[config.mk]
export PLATFORM = sky130hd
export DESIGN_NAME = hme_ctrl
export DESIGN_NICKNAME = d
export VERILOG_FILES = /design/src/rtl/core/hme_pkg.sv /design/src/rtl/core/hme_ctrl.sv
export VERILOG_INCLUDE_DIRS = /design/src /design/src/rtl/core
export SDC_FILE = /design/constraint.sdc
export NUM_CORES = 1
export LEC_CHECK = 0
export BUFFER_PORTS_ARGS = -buffer_cell sky130_fd_sc_hd__buf_2
export CORE_MARGIN = 3
export CORE_UTILIZATION = 44
export CTS_CLUSTER_SIZE = 30
export DETAILED_ROUTE_END_ITERATION = 8
export GPL_ROUTABILITY_DRIVEN = 0
export PLACE_DENSITY = 0.79
export REMOVE_ABC_BUFFERS = 1
export SLEW_MARGIN = 20
export SYNTH_ARGS = -nofsm -noshare
export SYNTH_HDL_FRONTEND = slang
export SYNTH_SLANG_ARGS = --single-unit
[constraint.sdc]
create_clock -name clk -period 1.5 [get_ports clk]
set_clock_uncertainty 0.05 [all_clocks]
set_input_delay 0 -clock clk [delete_from_list [all_inputs] [get_ports clk]]
set_output_delay 0 -clock clk [all_outputs]
set_load 0.05 [all_outputs]
[src/rtl/core/histogram_mode_estimator_core_defines.svh]
// Assertion macros shared by the histogram mode estimator RTL.
// Depends on a clock named clk and an active-low reset named rst_n in scope.
`ifndef HISTOGRAM_MODE_ESTIMATOR_CORE_DEFINES_SVH
`define HISTOGRAM_MODE_ESTIMATOR_CORE_DEFINES_SVH

// Checks a property on every rising clock edge outside reset.
`define HME_ASSERT(lbl, prop, msg) \
  lbl: assert property (@(posedge clk) disable iff (!rst_n) (prop)) else $error(msg);

// Checks that a condition never holds outside reset.
`define HME_NEVER(lbl, cond, msg) \
  `HME_ASSERT(lbl, !(cond), msg)

`endif

[src/rtl/core/hme_pkg.sv]
// Package for the histogram mode estimator: sizes, item codes, payload types
// and the command and status structs between controller and datapath. No dependencies.
package hme_pkg;

  // Histogram geometry.
  localparam int CHANNELS = 4;
  localparam int BINS     = 256;
  localparam int DEPTH    = CHANNELS * BINS;
  localparam int BIN_W    = $clog2(BINS);
  localparam int ADDR_W   = $clog2(DEPTH);

  // Saturation limit of one bin count.
  localparam logic [15:0] CNT_MAX = 16'hFFFF;

  // Reset value of the bin scale register (1.0 in Q16.16).
  localparam logic [31:0] SCALE_RESET = 32'h0001_0000;

  // Item kinds.
  localparam logic [1:0] KIND_COLLECT  = 2'd0;
  localparam logic [1:0] KIND_ESTIMATE = 2'd1;
  localparam logic [1:0] KIND_CLEAR    = 2'd2;

  // Input transaction payload.
  typedef struct packed {
    logic [1:0]         kind;
    logic [1:0]         channel;
    logic signed [31:0] sample_value;
  } hme_in_t;

  // Result transaction payload.
  typedef struct packed {
    logic signed [31:0] estimate_value;
    logic [7:0]         peak_bin;
  } hme_out_t;

  // Commands from the controller to the datapath.
  typedef struct packed {
    logic capture;
    logic cnt_rd_col;
    logic wr_col;
    logic scan_init;
    logic cnt_rd_scan;
    logic lat_rd;
    logic out_load;
    logic clr_init;
    logic clr_wr;
  } hme_cmd_t;

  // Status from the datapath to the controller.
  typedef struct packed {
    logic [1:0] kind;
    logic       ch_ok;
    logic       scan_last;
    logic       clr_last;
    logic       out_free;
  } hme_status_t;

endpackage

[src/rtl/core/hme_ctrl.sv]
// Controller state machine of the histogram mode estimator.
// Depends on hme_pkg and histogram_mode_estimator_core_defines.svh.
`include "histogram_mode_estimator_core_defines.svh"

module hme_ctrl (
  input  logic                clk,
  input  logic                rst_n,
  input  logic                in_valid,
  output logic                in_stall,
  input  hme_pkg::hme_status_t status,
  output hme_pkg::hme_cmd_t    cmd
);

  typedef enum logic [8:0] {
    S_CLR   = 9'b000000001,
    S_IDLE  = 9'b000000010,
    S_DEC   = 9'b000000100,
    S_RD    = 9'b000001000,
    S_WR    = 9'b000010000,
    S_SCAN  = 9'b000100000,
    S_DRAIN = 9'b001000000,
    S_LRD   = 9'b010000000,
    S_OUT   = 9'b100000000
  } state_t;

  state_t state_r, state_nxt;

  // The block takes a new transaction only while idle.
  assign in_stall = (state_r != S_IDLE);

  // Next state and commands.
  always_comb begin
    state_nxt = state_r;
    cmd       = '0;
    case (state_r)
      S_CLR: begin
        cmd.clr_wr = 1'b1;
        if (status.clr_last) begin
          state_nxt = S_IDLE;
        end
      end
      S_IDLE: begin
        cmd.capture = in_valid;
        if (in_valid) begin
          state_nxt = S_DEC;
        end
      end
      S_DEC: begin
        state_nxt = S_IDLE;
        case (status.kind)
          hme_pkg::KIND_COLLECT: begin
            if (status.ch_ok) begin
              state_nxt = S_RD;
            end
          end
          hme_pkg::KIND_ESTIMATE: begin
            if (status.ch_ok) begin
              cmd.scan_init = 1'b1;
              state_nxt     = S_SCAN;
            end
          end
          hme_pkg::KIND_CLEAR: begin
            cmd.clr_init = 1'b1;
            state_nxt    = S_CLR;
          end
          default: begin
            state_nxt = S_IDLE;
          end
        endcase
      end
      S_RD: begin
        cmd.cnt_rd_col = 1'b1;
        state_nxt      = S_WR;
      end
      S_WR: begin
        cmd.wr_col = 1'b1;
        state_nxt  = S_IDLE;
      end
      S_SCAN: begin
        cmd.cnt_rd_scan = 1'b1;
        if (status.scan_last) begin
          state_nxt = S_DRAIN;
        end
      end
      S_DRAIN: begin
        state_nxt = S_LRD;
      end
      S_LRD: begin
        cmd.lat_rd = 1'b1;
        state_nxt  = S_OUT;
      end
      S_OUT: begin
        if (status.out_free) begin
          cmd.out_load = 1'b1;
          state_nxt    = S_IDLE;
        end
      end
      default: begin
        state_nxt = S_IDLE;
      end
    endcase
  end

  // State register; reset starts the clearing sweep.
  always_ff @(posedge clk) begin
    if (!rst_n) begin
      state_r <= S_CLR;
    end else begin
      state_r <= state_nxt;
    end
  end

  `HME_ASSERT(a_accept_decodes, (in_valid && !in_stall) |=> (state_r == S_DEC), "accepted transaction not decoded")
  `HME_ASSERT(a_clear_ends, (state_r == S_CLR && status.clr_last) |=> (state_r == S_IDLE), "clear sweep did not end")
  `HME_ASSERT(a_scan_holds, (state_r == S_SCAN && !status.scan_last) |=> (state_r == S_SCAN), "scan left early")

endmodule

==> results of run 1 <==
metrics by stage:
stage                     cells  hold slack [ns]  area, sq um
after CTS                   132           0.0315         1060
after detailed placement    122            0.210          832
after global placement      122            0.210          832
after floorplan              75           0.0677          606
logic make-up after synthesis:
| family | count (synthesis) |
|---|---|
| simple gates | 50 |
| compound gates | 12 |
| flops | 9 |
| buf+inv | 7 |
| xor+xnor | 1 |
synth_stat cells, types with 2 or more instances:
cell,number
and2_1,3
a31oi_1,2
nor3b_1,2
inv_1,3
o21ai_0,2
nor2b_1,4
and3_1,2
nor2_1,8
nor4b_1,4
nor4_1,3
a21oi_1,2
dfxtp_1,9
clkbuf_1,2
nor4_2,3
nand3_1,2
nor3_1,5
nand2_1,3
nand3b_1,3
repair_timing:
action,CTS
gates resized for setup,46
hold endpoints to repair,5
endpoints found under the setup margin,10
setup buffers,4
hold buffers,2
pin swaps,9
==> impl_metrics.json, run 1 <==
{
  "outcome": "did not finish",
  "failing_step": "5_1_grt",
  "error": "[ERROR DPL-0033] detailed placement checks failed during check placement.",
  "port_buffers": 18,
  "h-tree-depth": 1,
  "die_h_um": 43.8,
  "ys_seq_elements": 9,
  "synth.area.top_cells": "dfxtp_1 29%, nor4_2 6.0%, nor4b_1 5.6%, nor2_1 4.8%, nor2b_1 4.0%",
  "dpl.hpwl_um": 1330,
  "rows": 13,
  "worstEpCategory": "primary output",
  "syn_area_sq_um": 629,
  "root_buffer": "clkbuf_4",
  "start_util": 0.478,
  "ys_warn_count": 0,
  "cts_buffer_depth": 2,
  "synth_compound_area_frac": 0.123,
  "synthFlopType": "dfxtp_1",
  "clkSinkCount": 9,
  "ioPinCount": 19,
  "synth_top_family_by_area": "simple AND/OR/NAND/NOR gates",
  "yosys.area.top_type": "dfxtp_1",
  "synthAdderAreaFrac": 0,
  "dp_slack_ns": -0.0542,
  "async_flop_share": 0,
  "grt-worst-endpoint": "cmd[1]",
  "grt_max_degree": 10,
  "die_w_um": 43.8,
  "syn_inst": 79,
  "synth_edf_count": 0,
  "yosysUniqueCellTypes": 35,
  "synth.avg_cell_area_sq_um": 7.97,
  "cts_made_buffers": 3,
  "synth.area.mux_share": 0,
  "antenna_found_initial": 0,
  "synth_top_area_share": 0.286,
  "post_synth_xor_area_fraction": 0.0139,
  "yosysSeqAreaShare": 0.286,
  "yosys.area_share.simple": 0.521
}
==> inputs of run 2 (changes only) <==
- CORE_AREA: not set -> 3 3 64 66
- CORE_MARGIN: 3 -> not set
- CORE_UTILIZATION: 44 -> not set
- CTS_CLUSTER_SIZE: 30 -> not set
- DIE_AREA: not set -> 0 0 67 69
- PLACE_DENSITY: 0.79 -> not set
- PLACE_DENSITY_LB_ADDON: not set -> 0.15
- clock period: 1.5 -> 2 ns (I/O delays scaled with it)
==> run 2 against run 1 <==
The run now ends clean. Synthesized cell count unchanged. Area after synthesis unchanged.
==> impl_metrics.json, run 2 <==
{
  "crit_fanout": 7,
  "fin_hold_ws_ns": 0.00515,
  "antenna_cells": 0,
  "ys_seq_elements": 9,
  "root_buffer": "clkbuf_8",
  "ys_warn_count": 0,
  "top_regs": "state_r: 9 flops",
  "grt_max_degree": 12,
  "drive_gt1_frac": 0.290,
  "utilization": 0.230,
  "start_util": 0.173,
  "die_w_um": 67,
  "path_cells": "or4_4 > nor2_2 > and4_1 > buf_2",
  "nFillCells": 426,
  "multi_input_comb_area_sq_um": 423,
  "leakagePower_nw": 0.345,
  "antenna_found_initial": 0,
  "critPathCaptureType": "primary output",
  "synth.area.top_cells": "dfxtp_1 29%, nor4_2 6.0%, nor4b_1 5.6%, nor2_1 4.8%, nor2b_1 4.0%",
  "outcome": "complete, no violations",
  "power_frac_clock": 0.448,
  "mostFrequentLayoutCells": "17 x buf_2, 9 x dfxtp_1, 8 x nor2_1, 5 x nor3_1",
  "switching_share": 0.293,
  "syn_inst": 79,
  "die_area_sq_um": 4620,
  "cts_made_buffers": 3,
  "setup_violations": 0,
  "arrival_ns": 1.83,
  "syn_area_sq_um": 629,
  "finalHoldViolations": 0,
  "path_clk_slew_ns": 0.05,
  "switchingPower_mw": 0.147,
  "grt_usage": 0.0890,
  "clkLatencyLatePin_ns": 0.24,
  "synthFlopType": "dfxtp_1",
  "dpl.hpwl_um": 1420,
  "core_sq_um": 3630,
  "drt_iter0_markers": 31,
  "yosysSeqAreaShare": 0.286,
  "wire_per_inst_um": 12.8,
  "slew_viol_final": 0,
  "wl_um": 1890,
  "dr.pass1.iters": 4,
  "p_int_mw": 0.355,
  "powerDensity_nw_per_um2": 600,
  "required_ns": 1.95,
  "rows": 22,
  "cts_buffer_depth": 2,
  "pwr-share-seq": 0.391,
  "die_h_um": 69,
  "max-cap-violations": 0,
  "synth_commonest_cells": "9 x dfxtp_1, 8 x nor2_1, 5 x nor3_1",
  "cts_tree": "built",
  "first_global_vias": 658,
  "fin_crit_ns": 1.88,
  "worst_pin_slew_ns": 0.610,
  "synth.avg_cell_area_sq_um": 7.97,
  "synth_top_area_share": 0.286,
  "vias_per_cell": 4.50,
  "rr_worst_depth": 4,
  "yosysUniqueCellTypes": 35,
  "grt_pass1_wl_um": 3090,
  "via_count": 666,
  "finalCritPeriodShare": 0.942,
  "path_buf_inv": 1,
  "top_register": "state_r",
  "relSlewSlack": 0.588,
  "worstSetupPathType": "register to primary output",
  "clkSinkCount": 9,
  "synth.most_common_cell": "dfxtp_1",
  "ioPinCount": 19,
  "start_kind": "register",
  "largest_reg_flops": 9,
  "setup_slack_ns": 0.116,
  "port_buffers": 18,
  "remaining_drc_errors": 0,
  "combinationalPowerShare": 0.162,
  "worstHoldPathType": "input port to register",
  "syn2layout_area_growth_pct": 33.0,
  "path_depth": 4,
  "synth_edf_count": 0,
  "gr-total-overflow": 0,
  "cp_top_family": "simple AND/OR/NAND/NOR gates",
  "rsz0062_at_grt": "false",
  "whs_path_depth": 2,
  "layout_commonest_cell": "buf_2",
  "cp_slowest_cell": "or4_4",
  "yosys.area.top_type": "dfxtp_1",
  "ir_drop_uv": 139,
  "h-tree-depth": 1,
  "dp_slack_ns": 0.345,
  "reg2reg_slack_ns": 0.31,
  "max_stage_delay_ns": 0.57,
  "max_freq_mhz": 531,
  "async_flop_share": 0,
  "antenna_left": 0,
  "seq_area_sq_um": 180,
  "fin_nets": 110
}
==> run 2: cell counts after synthesis <==
Identical to the previous run, type by type.
==> run 2: path summary, 6_finish.rpt <==
check | from | end
worst min register to register | state_r[4] | state_r[7]
worst max-delay path | state_r[6] | cmd[8]
worst max register to register | state_r[1] | state_r[7]
worst min-delay path | rst_n | state_r[5]
==> run 2: through the flow <==
stage	instances	total power, mW	TNS, ns	instance area (sq um)
floorplan	75	0.251	-1.01	606
CTS	148	0.507	0	826
detailed placement	143	0.279	0	771
global route	148	0.525	0	837
finish	148	0.502	0	837
global placement	143	0.280	0	771
==> run 2: cells by family (layout without fill, tap and decap cells) <==
kind of cell | after synthesis | after routing | synth area share
compound gates | 12 | 12 | 0.123
xor+xnor | 1 | 1 | 0.0139
buf+inv | 7 | 28 | 0.0557
flops | 9 | 9 | 0.286
simple gates | 50 | 50 | 0.521
==> run 2: routing by layer <==
layer	wire length (um)	part of all wire	GRT usage	vias to the layer above
li1	-	-	-	335
met2	884	0.47	0.127	14
met4	63	0.033	0.0743	0
met1	841	0.44	0.107	313
met3	101	0.053	0.0244	4
met5	0	0	0	-
==> run 2: power by group through the flow <==
stage	registers (mW)	logic, mW	clock network (mW)
2_1_floorplan	0.196	0.0548	0
3_3_place_gp	0.199	0.0805	0
3_5_place_dp	0.199	0.0793	0
4_1_cts	0.196	0.0812	0.230
5_1_grt	0.197	0.0887	0.239
6_report	0.196	0.0811	0.225
==> run 2: what timing repair did <==
item	in CTS	in global routing
gates resized for setup	0	2
endpoints found under the hold margin	1	0
setup buffers	0	0
setup endpoints to repair	0	1
hold buffers	1	0
==> run 2: cell type report <==
| cell class | count | share of cell area |
|---|---|---|
| Timing Repair Buffer | 21 | 0.141 |
| Tap cell | 48 | 0.0717 |
| Multi-Input combinational cell | 63 | 0.505 |
| Sequential cell | 9 | 0.215 |
| Clock buffer | 4 | 0.0538 |
| Inverter | 3 | 0.0135 |
(Power assumes the default switching activity.)
==> inputs of run 3 (changes only) <==
- HOLD_SLACK_MARGIN: not set -> 0.06
==> run 3 against run 2 <==
Critical path type unchanged. Worst hold slack better by 0.075 ns. Critical path depth stayed put. Largest cell class unchanged. Sequential share of layout area is 0.50 points lower. Largest power group unchanged. Total power is 0.60% higher. Register-to-register slack hardly changed. Core utilization is 0.55 points higher. Critical endpoint unchanged. Clock power hardly changed.
==> impl_metrics.json, run 3 (same netlist as run 2, synthesis figures left out) <==
{
  "outcome": "complete, no violations",
  "largest_reg_flops": 9,
  "ioPinCount": 19,
  "grt_usage": 0.0893,
  "antenna_found_initial": 0,
  "nFillCells": 424,
  "setup_violations": 0,
  "via_count": 672,
  "grt_pass1_wl_um": 3110,
  "cts_made_buffers": 3,
  "cts_tree": "built",
  "drt_iter0_markers": 36,
  "dp_slack_ns": 0.345,
  "finalCritPeriodShare": 0.942,
  "crit_fanout": 7,
  "start_kind": "register",
  "top_regs": "state_r: 9 flops",
  "worstSetupPathType": "register to primary output",
  "core_sq_um": 3630,
  "start_util": 0.173,
  "path_clk_slew_ns": 0.05,
  "first_global_vias": 660,
  "syn2layout_area_growth_pct": 36.2,
  "ir_drop_uv": 139,
  "layout_commonest_cell": "buf_2",
  "setup_tns_ns": 0,
  "worstHoldPathType": "input port to register",
  "antenna_cells": 0,
  "clkLatencyLatePin_ns": 0.24,
  "h-tree-depth": 1,
  "rr_worst_depth": 4,
  "die_area_sq_um": 4620,
  "max_freq_mhz": 531,
  "hp-start": "status[0]",
  "port_buffers": 18,
  "instances_no_fill": 150,
  "wl_um": 1900,
  "max-cap-violations": 0,
  "die_w_um": 67,
  "top_register": "state_r",
  "antenna_left": 0,
  "grt_max_degree": 12,
  "required_ns": 1.95,
  "finalHoldViolations": 0,
  "critPathCaptureType": "primary output",
  "die_h_um": 69,
  "worst_pin_slew_ns": 0.610,
  "vias_per_cell": 4.48,
  "worstReg2RegEnd": "state_r[7]",
  "clkSinkCount": 9,
  "dr.pass1.iters": 4,
  "relSlewSlack": 0.588,
  "leakagePower_nw": 0.353,
  "slew_viol_final": 0,
  "utilization": 0.236,
  "reg2reg_slack_ns": 0.31,
  "mostFrequentLayoutCells": "17 x buf_2, 9 x dfxtp_1, 8 x nor2_1, 5 x nor3_1",
  "dpl.hpwl_um": 1420,
  "remaining_drc_errors": 0,
  "wire_per_inst_um": 12.6,
  "gr-total-overflow": 0,
  "dp.cells": 143,
  "rsz0062_at_grt": "false",
  "reg2reg_from": "state_r[1]",
  "drive_gt1_frac": 0.284,
  "cts_buffer_depth": 2,
  "setup_slack_ns": 0.116,
  "cp_slowest_cell": "or4_4",
  "arrival_ns": 1.83,
  "root_buffer": "clkbuf_8",
  "max_stage_delay_ns": 0.57,
  "fin_crit_ns": 1.88,
  "rows": 22,
  "path_cells": "or4_4 > nor2_2 > and4_1 > buf_2",
  "powerDensity_nw_per_um2": 589,
  "finalPower_mw": 0.505,
  "whs_path_depth": 4,
  "whs_endpoint": "state_r[8]",
  "fin_nets": 112
}
-- run 3: metal layers --
layer  track usage  share of wire
met1         0.109           0.45
met2         0.127           0.46
met3        0.0228          0.048
met4        0.0743          0.033
met5             0              0
-- run 3: power breakdown --
part	switching (mW)	total [mW]	internal, mW
logic	0.0506	0.0841	0.0335
registers	0.0121	0.196	0.184
clock network	0.0847	0.225	0.140
total	0.147	0.505	0.358
-- run 3: timing repair --
item | in CTS | in global routing
buffers inserted | 0 | 0
hold endpoints to repair | 6 | 0
hold buffers | 3 | 0
resized for setup | 0 | 2
endpoints found under the setup margin | 0 | 1
-- run 3: critical path: cells and delay by family (launching register included) --
kind | cells | cell delay (ns)
buf+inv | 1 | 0.27
simple gates | 3 | 0.96
flops | 1 | 0.37
-- run 3: layout make-up --
cell class | instances | area, sq um | share of cell area
Tap cell | 48 | 60.1 | 0.0701
Multi-Input combinational cell | 63 | 423 | 0.493
Sequential cell | 9 | 180 | 0.210
Inverter | 3 | 11.3 | 0.0131
Clock buffer | 4 | 45.0 | 0.0526
Timing Repair Buffer | 23 | 138 | 0.161
-- run 3: worst max-delay path by stage --
stage                from          to
2_1_floorplan  state_r[5]      cmd[0]
3_3_place_gp   state_r[0]  state_r[7]
3_5_place_dp   state_r[7]      cmd[1]
4_1_cts        state_r[7]      cmd[1]
5_1_grt        state_r[7]      cmd[1]
6_report       state_r[6]      cmd[8]
-- run 3: stage by stage --
step	area (sq um)	hold slack, ns
4_1_cts	846	0.0782
6_report	857	0.0802
5_1_grt	857	0.122
3_3_place_gp	771	0.200
2_1_floorplan	606	0.0677
3_5_place_dp	771	0.207
